[src/hdl/tsa_pkg.sv]
`timescale 1ns / 1ps

package tsa_pkg;

    localparam int NUM_SLOTS       = 8;
    localparam int THREAD_ID_WIDTH = 16;

    localparam int IN_TID_W = 16;
    localparam int TID_W    = THREAD_ID_WIDTH;
    localparam int SLOT_W   = (NUM_SLOTS > 1) ? $clog2(NUM_SLOTS) : 1;
    localparam int COUNT_W  = $clog2(NUM_SLOTS + 1);
    localparam int SUM_W    = COUNT_W + 1;

    localparam int IN_DATA_W  = 24;
    localparam int OUT_DATA_W = 8;

    localparam logic [1:0] OP_RESERVE = 2'd0;
    localparam logic [1:0] OP_FREE    = 2'd1;
    localparam logic [1:0] OP_LOOKUP  = 2'd2;

    typedef enum logic [1:0] {
        ST_OK            = 2'd0,
        ST_NOT_BOUND     = 2'd1,
        ST_ALREADY_BOUND = 2'd2,
        ST_NO_FREE       = 2'd3
    } t_status;

    typedef struct packed {
        logic exec;
    } t_dp_cmd;

    function automatic logic [TID_W-1:0] tid_of(input logic [IN_TID_W-1:0] v);
        logic [TID_W+IN_TID_W-1:0] ext;
        ext = {{TID_W{1'b0}}, v};
        return ext[TID_W-1:0];
    endfunction

endpackage

[src/hdl/tsa_ctrl.sv]
`timescale 1ns / 1ps

module tsa_ctrl
    import tsa_pkg::*;
(
    input  logic    i_clk,
    input  logic    i_rst_n,
    input  logic    i_in_valid,
    output logic    o_in_ready,
    output logic    o_out_valid,
    input  logic    i_out_ready,
    output t_dp_cmd o_cmd
);

    typedef enum logic {
        S_EMPTY,
        S_FULL
    } t_state;

    t_state r_state;
    t_state n_state;
    logic   w_accept;

    assign o_in_ready  = (r_state == S_EMPTY) || i_out_ready;
    assign w_accept    = i_in_valid && o_in_ready;
    assign o_out_valid = (r_state == S_FULL);
    assign o_cmd.exec  = w_accept;

    always_comb begin
        case (r_state)
            S_EMPTY: begin
                n_state = w_accept ? S_FULL : S_EMPTY;
            end
            S_FULL: begin
                if (w_accept) begin
                    n_state = S_FULL;
                end else if (i_out_ready) begin
                    n_state = S_EMPTY;
                end else begin
                    n_state = S_FULL;
                end
            end
            default: begin
                n_state = S_EMPTY;
            end
        endcase
    end

    always_ff @(posedge i_clk) begin
        if (!i_rst_n) begin
            r_state <= S_EMPTY;
        end else begin
            r_state <= n_state;
        end
    end

`ifndef SYNTHESIS
    a_accept_gives_result: assert property (@(posedge i_clk) disable iff (!i_rst_n)
        w_accept |=> o_out_valid)
        else $error("Accepted item did not produce a result.");
`endif

endmodule

[src/hdl/tsa_datapath.sv]
`timescale 1ns / 1ps

module tsa_datapath
    import tsa_pkg::*;
(
    input  logic                i_clk,
    input  logic                i_rst_n,
    input  t_dp_cmd             i_cmd,
    input  logic [1:0]          i_op,
    input  logic [IN_TID_W-1:0] i_tid,
    output logic [2:0]          o_slot_index,
    output logic                o_found,
    output logic [1:0]          o_status
);

    logic [SLOT_W-1:0]  r_free_fifo [NUM_SLOTS];
    logic [SLOT_W-1:0]  r_free_head;
    logic [COUNT_W-1:0] r_free_count;
    logic [TID_W-1:0]   r_slot_owner [NUM_SLOTS];
    logic [NUM_SLOTS-1:0] r_slot_bound;

    logic [2:0] r_slot_index;
    logic       r_found;
    t_status    r_status;

    logic [TID_W-1:0]    w_tid;
    logic                w_hit;
    logic [SLOT_W-1:0]   w_hit_idx;
    logic [SLOT_W-1:0]   w_head_slot;
    logic [SLOT_W-1:0]   w_head_next;
    logic [SUM_W-1:0]    w_tail_sum;
    logic [SLOT_W-1:0]   w_tail;
    logic                w_is_reserve;
    logic                w_is_free;
    logic                w_do_reserve;
    logic                w_do_push;
    logic                w_do_unbind;
    t_status             w_status;
    logic [SLOT_W-1:0]   w_slot;
    logic [SLOT_W+2:0]   w_slot_ext;

    assign w_tid = tid_of(i_tid);

    always_comb begin
        w_hit     = 1'b0;
        w_hit_idx = '0;
        for (int i = 0; i < NUM_SLOTS; i++) begin
            if (!w_hit && r_slot_bound[i] && (r_slot_owner[i] == w_tid)) begin
                w_hit     = 1'b1;
                w_hit_idx = SLOT_W'(i);
            end
        end
    end

    assign w_head_slot = r_free_fifo[r_free_head];
    assign w_head_next = (r_free_head == SLOT_W'(NUM_SLOTS - 1)) ? '0
                                                                 : r_free_head + 1'b1;
    assign w_tail_sum  = SUM_W'(r_free_head) + SUM_W'(r_free_count);
    assign w_tail      = (w_tail_sum >= SUM_W'(NUM_SLOTS))
                       ? SLOT_W'(w_tail_sum - SUM_W'(NUM_SLOTS))
                       : SLOT_W'(w_tail_sum);

    assign w_is_reserve = (i_op == OP_RESERVE);
    assign w_is_free    = (i_op == OP_FREE);

    always_comb begin
        w_do_reserve = 1'b0;
        w_do_push    = 1'b0;
        w_do_unbind  = 1'b0;
        w_status     = ST_OK;
        w_slot       = '0;
        if (w_is_reserve) begin
            if (w_hit) begin
                w_status = ST_ALREADY_BOUND;
            end else if (r_free_count == '0) begin
                w_status = ST_NO_FREE;
            end else begin
                w_do_reserve = 1'b1;
                w_slot       = w_head_slot;
            end
        end else if (w_is_free) begin
            if (!w_hit) begin
                w_status = ST_NOT_BOUND;
            end else begin
                w_do_unbind = 1'b1;
                w_do_push   = (r_free_count < COUNT_W'(NUM_SLOTS));
                w_slot      = w_hit_idx;
            end
        end else begin
            if (!w_hit) begin
                w_status = ST_NOT_BOUND;
            end else begin
                w_slot = w_hit_idx;
            end
        end
    end

    assign w_slot_ext = {3'b000, w_slot};

    always_ff @(posedge i_clk) begin
        if (!i_rst_n) begin
            for (int i = 0; i < NUM_SLOTS; i++) begin
                r_free_fifo[i] <= SLOT_W'(i);
            end
            r_free_head  <= '0;
            r_free_count <= COUNT_W'(NUM_SLOTS);
            r_slot_bound <= '0;
        end else if (i_cmd.exec) begin
            if (w_do_reserve) begin
                r_free_head               <= w_head_next;
                r_free_count              <= r_free_count - 1'b1;
                r_slot_bound[w_head_slot] <= 1'b1;
            end
            if (w_do_push) begin
                r_free_fifo[w_tail] <= w_hit_idx;
                r_free_count        <= r_free_count + 1'b1;
            end
            if (w_do_unbind) begin
                r_slot_bound[w_hit_idx] <= 1'b0;
            end
        end
    end

    always_ff @(posedge i_clk) begin
        if (i_cmd.exec) begin
            if (w_do_reserve) begin
                r_slot_owner[w_head_slot] <= w_tid;
            end
            r_slot_index <= w_slot_ext[2:0];
            r_found      <= w_hit;
            r_status     <= w_status;
        end
    end

    assign o_slot_index = r_slot_index;
    assign o_found      = r_found;
    assign o_status     = r_status;

`ifndef SYNTHESIS
    a_slots_conserved: assert property (@(posedge i_clk) disable iff (!i_rst_n)
        ($countones(r_slot_bound) + int'(r_free_count)) == NUM_SLOTS)
        else $error("Free count and bound slots do not add up to the pool size.");

    a_count_in_range: assert property (@(posedge i_clk) disable iff (!i_rst_n)
        r_free_count <= COUNT_W'(NUM_SLOTS))
        else $error("Free count exceeds the pool size.");

    a_reserve_pops: assert property (@(posedge i_clk) disable iff (!i_rst_n)
        (i_cmd.exec && w_do_reserve) |=>
            (r_free_count == $past(r_free_count) - 1'b1) && r_slot_bound[$past(w_head_slot)])
        else $error("Successful reserve did not take a slot from the free list.");
`endif

endmodule

[src/hdl/thread_slot_allocator_core.sv]
// A result appears in the output register in the cycle after its item is accepted.
// Throughput: one item per cycle unless the output stalls; the lookup is a parallel
// compare over all slot owners and the free list moves its head or tail pointer by one
// entry in the same cycle. A new item is accepted whenever the output register is empty
// or is being taken. Reset is synchronous and active low; it marks every slot unbound and
// refills the free list with slots 0 to NUM_SLOTS-1 in order, with no clearing pass.
`timescale 1ns / 1ps

module thread_slot_allocator_core
    import tsa_pkg::*;
(
    input  logic                  i_clk,
    input  logic                  i_rst_n,
    input  logic                  i_s_axis_tvalid,
    output logic                  o_s_axis_tready,
    input  logic [IN_DATA_W-1:0]  i_s_axis_tdata,  // op[1:0], tid[17:2], zero pad
    output logic                  o_m_axis_tvalid,
    input  logic                  i_m_axis_tready,
    output logic [OUT_DATA_W-1:0] o_m_axis_tdata   // slot_index[2:0], found[3], status[5:4]
);

    t_dp_cmd    w_cmd;
    logic [2:0] w_slot_index;
    logic       w_found;
    logic [1:0] w_status;

    tsa_ctrl u_ctrl (
        .i_clk       (i_clk),
        .i_rst_n     (i_rst_n),
        .i_in_valid  (i_s_axis_tvalid),
        .o_in_ready  (o_s_axis_tready),
        .o_out_valid (o_m_axis_tvalid),
        .i_out_ready (i_m_axis_tready),
        .o_cmd       (w_cmd)
    );

    tsa_datapath u_datapath (
        .i_clk        (i_clk),
        .i_rst_n      (i_rst_n),
        .i_cmd        (w_cmd),
        .i_op         (i_s_axis_tdata[1:0]),
        .i_tid        (i_s_axis_tdata[17:2]),
        .o_slot_index (w_slot_index),
        .o_found      (w_found),
        .o_status     (w_status)
    );

    assign o_m_axis_tdata = {2'b00, w_status, w_found, w_slot_index};

endmodule
[config.mk]
export PLATFORM = sky130hd
export DESIGN_NAME = thread_slot_allocator_core
export DESIGN_NICKNAME = d
export VERILOG_FILES = /design/src/hdl/tsa_pkg.sv /design/src/hdl/tsa_ctrl.sv /design/src/hdl/tsa_datapath.sv /design/src/hdl/thread_slot_allocator_core.sv
export SDC_FILE = /design/constraint.sdc
export NUM_CORES = 1
export LEC_CHECK = 0
export BUFFER_PORTS_ARGS = -buffer_cell sky130_fd_sc_hd__buf_2
export CAP_MARGIN = 20
export CELL_PAD_IN_SITES_DETAIL_PLACEMENT = 0
export CELL_PAD_IN_SITES_GLOBAL_PLACEMENT = 2
export CORE_MARGIN = 2
export CORE_UTILIZATION = 48
export CTS_CLUSTER_SIZE = 14
export DETAILED_ROUTE_END_ITERATION = 10
export PLACE_DENSITY = 0.94
export SLEW_MARGIN = 30
export SYNTH_ARGS = -nofsm -noshare
export SYNTH_HDL_FRONTEND = slang
export SYNTH_SLANG_ARGS = --single-unit
[constraint.sdc]
create_clock -name i_clk -period 5.84 [get_ports i_clk]
set_clock_uncertainty 0.05 [all_clocks]
set_input_delay 0.876 -clock i_clk [delete_from_list [all_inputs] [get_ports i_clk]]
set_output_delay 0.876 -clock i_clk [all_outputs]
set_load 0.01 [all_outputs]
==> impl_metrics.env <==
export IMPL_run_status="finished clean"
export IMPL_post_cts_setup_buffers=0
export IMPL_timing_final_crit_share_pct=75.7
export IMPL_dieHeight_um=133
export IMPL_yosysTopAreaCellShare_pct=59.5
export IMPL_clk_latency_ns=0.43
export IMPL_syn_inst=557
export IMPL_netlist_area_um2=7970
export IMPL_rr_worst_depth=12
export IMPL_design_area_um2=8840
export IMPL_hold_start="u_datapath.r_slot_bound[0]$_SDFFE_PN0P_"
export IMPL_grt_start_max_net_pins=31
export IMPL_drt_first_iter_violations=465
export IMPL_max_stage_delay_ns=0.58
export IMPL_area_growth_pct=10.9
export IMPL_grt_ovfl_total=0
export IMPL_cts_max_level=4
export IMPL_relSlewSlack_pct=39.9
export IMPL_cts_root_buf="clkbuf_16"
export IMPL_wl_met1_um=6990
export IMPL_layout_commonest_cell="edfxtp_1"
export IMPL_cts_sink_count=177
export IMPL_period_needed_ns=4.42
export IMPL_drive_gt1_share_pct=15.3
export IMPL_critPathLaunchType="primary input"
export IMPL_r2r_start="u_datapath.r_slot_owner[5][14]$_DFFE_PP_"
export IMPL_rsz0062_at_grt="no"
export IMPL_cts_max_path_buffers=2
export IMPL_core_region_area_um2=16400
export IMPL_layout_nets=626
export IMPL_setup_violations=0
export IMPL_drc=0
export IMPL_slowest_stage="nor4_1"
export IMPL_crit_top_cell="a21o_1"
export IMPL_hp_class="reg2reg"
export IMPL_synth_seq_cells=177
export IMPL_yosysUniqueCellTypes=54
export IMPL_synthFlopType="edfxtp_1"
export IMPL_ys_seq_area_share_pct=64.3
export IMPL_clkTransAtPathRegs_ns=0.06
export IMPL_crit_chain="buf_2, xor2_1, nor4_1, nand4_1, o22ai_1, or4b_4, nand2_1, ha_1, a21o_1, a21o_1, or4_1, a21oi_1, o211ai_1"
export IMPL_initial_core_util_pct=48.6
export IMPL_seqCellArea_um2=5120
export IMPL_avgRoutedWirePerCell_um=19.0
export IMPL_pin_count=38
export IMPL_end_kind="register"
export IMPL_cts_buffers=17
export IMPL_multi_input_area_um2=2640
export IMPL_postRouteAntennaNets=0
export IMPL_cp_data_required_time_ns=6.07
export IMPL_r2r_end="u_datapath.r_free_count[3]$_SDFFE_PN1P_"
export IMPL_report_final_slew_viol_count=0
export IMPL_grt_pass1_vias=4612
export IMPL_dpl_hpwl_um=10500
export IMPL_wl_met3_um=835
export IMPL_maxCapViolCount=0
export IMPL_crit_family="simple AND/OR/NAND/NOR gates"
export IMPL_hold_path_depth=2
export IMPL_dieArea_um2=17700
export IMPL_worst_path_buf_inv=1
export IMPL_grt_pass1_wl_um=25300
export IMPL_synth_edf_count=158
export IMPL_most_common_layout_cells="edfxtp_1 (158), xor2_1 (91), xnor2_1 (40)"
export IMPL_die_w_um=133
export IMPL_drt_first_pass_iters=5
export IMPL_holdPathEnd="u_datapath.r_slot_bound[0]$_SDFFE_PN0P_"
export IMPL_synth_async_sr_flop_share_pct=0
export IMPL_via_count=4464
export IMPL_dr_wl_met2_um=7620
export IMPL_placed_area_um2=8290
export IMPL_ir_drop_mv=0.234
export IMPL_antenna_found_initial=0
export IMPL_synth_top_area_cell="edfxtp_1"
export IMPL_gp_congestion=0.804
export IMPL_top_layer_used="met4"
export IMPL_num_antenna_cells=0
export IMPL_p_leak_uw=0.00292
export IMPL_routed_via_density=5.43
export IMPL_grt_total_usage_pct=18.8
export IMPL_fillers=1315
export IMPL_avgSynthCellArea_um2=14.3
export IMPL_cts_resized=0
export IMPL_fmax_mhz=226
export IMPL_cp_arrival_ns=4.65
export IMPL_synth_area_leaders="edfxtp_1 (60%), xor2_1 (10%), dfxtp_1 (4.8%)"
export IMPL_num_rows=47
export IMPL_drt_total_wl_um=15600
export IMPL_critical_path_peak_fanout=21
export IMPL_tritoncts="yes"
export IMPL_cts_hold_buffers=0
export IMPL_yosys_warnings=0
export IMPL_rrSetupSlack_ns=1.75
export IMPL_critPathKind="in2reg"
export IMPL_hold_viol=0
export IMPL_worst_pin_slew_ns=0.899
export IMPL_power_per_cell_area_nw_per_um2=296
export IMPL_place_port_buffers=29
export IMPL_setup_tns_final_ns=0
power breakdown:
group | switching, µW | internal [µW]
logic | 101 | 56.3
clock network | 469 | 586
registers | 9.40 | 1390
total | 580 | 2030
synthesized netlist by cell type (6+ instances only):
cell type,count
edfxtp_1,158
xor2_1,91
xnor2_1,40
nand2_1,27
nor2_1,23
nor4_1,21
dfxtp_1,19
nor3_1,16
o21ai_0,14
nand4_1,13
a21oi_1,11
buf_6,11
buf_4,10
nand3_1,10
nand2b_1,8
mux4_2,6
worst reg2reg max path, cell delays in order, from the launching register on:
cell	delay (ns)
edfxtp_1	0.37
xor2_1	0.15
nor4_1	0.67
nand4_1	0.32
o22ai_1	0.42
or4b_4	0.45
nand2_1	0.18
ha_1	0.30
a21o_1	0.17
a21o_1	0.19
or4_1	0.39
a21oi_1	0.15
o211ai_1	0.10
cell type report:
cell class	count	share of cell area, %
clock buffer	18	4.86
inverter	5	0.212
sequential	177	58.0
clock inverter	12	1.26
multi-input combinational	349	29.9
timing repair buffer	41	2.66
tap	220	3.11
per-stage QoR:
stage | instances | total power (µW) | util, % | hold WS (ns) | worst slack, ns
2_1_floorplan | 558 | 1540 | - | 0.442 | 1.90
3_3_place_gp | 788 | 1580 | 50.4 | 0.463 | 1.00
3_5_place_dp | 791 | 1590 | 50.5 | 0.471 | 0.945
4_1_cts | 821 | 2630 | 53.8 | 0.487 | 1.40
5_1_grt | 822 | 2690 | 53.9 | 0.510 | 1.17
6_report | 822 | 2610 | 53.9 | 0.484 | 1.42
registers in the layout, summed over array words and instances (netlist names), named ones only:
name / cells
u_ctrl.o_out_valid: 1
u_datapath.o_found: 1
u_datapath.o_slot_index: 3
u_datapath.o_status: 2
u_datapath.r_free_count: 4
u_datapath.r_free_fifo: 24
u_datapath.r_free_head: 3
u_datapath.r_slot_bound: 8
u_datapath.r_slot_owner: 128
routing by layer:
metal	vias to the layer above	global-route usage, %
met3	11	3.91
met5	-	0
met1	2233	25.9
met4	0	5.73
met2	116	30.3
li1	2104	-
kinds of logic after synthesis:
logic type               synth area share, %
multiplexers                            2.61
flip-flops                              64.3
adder cells (fa/ha/maj)                 1.29
AO/OA/AOI/OAI                           3.88
other                                 0.0470
AND/OR/NAND/NOR                         10.5
buffers and inverters                   3.06
XOR/XNOR                                14.4
worst max path at each step:
stage / endpoint / slack [ns] / depth (start not counted) / from
2_1_floorplan: u_datapath.r_slot_bound[7]$_SDFFE_PN0P_ / 1.90 / 9 / i_s_axis_tdata[10]
3_3_place_gp: u_datapath.r_free_count[3]$_SDFFE_PN1P_ / 1.00 / 13 / i_s_axis_tdata[2]
3_5_place_dp: u_datapath.r_free_count[3]$_SDFFE_PN1P_ / 0.95 / 13 / i_s_axis_tdata[2]
4_1_cts: u_datapath.r_free_count[3]$_SDFFE_PN1P_ / 1.40 / 13 / i_s_axis_tdata[2]
5_1_grt: u_datapath.r_free_count[3]$_SDFFE_PN1P_ / 1.17 / 13 / i_s_axis_tdata[2]
6_report: u_datapath.r_free_count[3]$_SDFFE_PN1P_ / 1.42 / 13 / i_s_axis_tdata[2]
(Power assumes the default switching activity.)
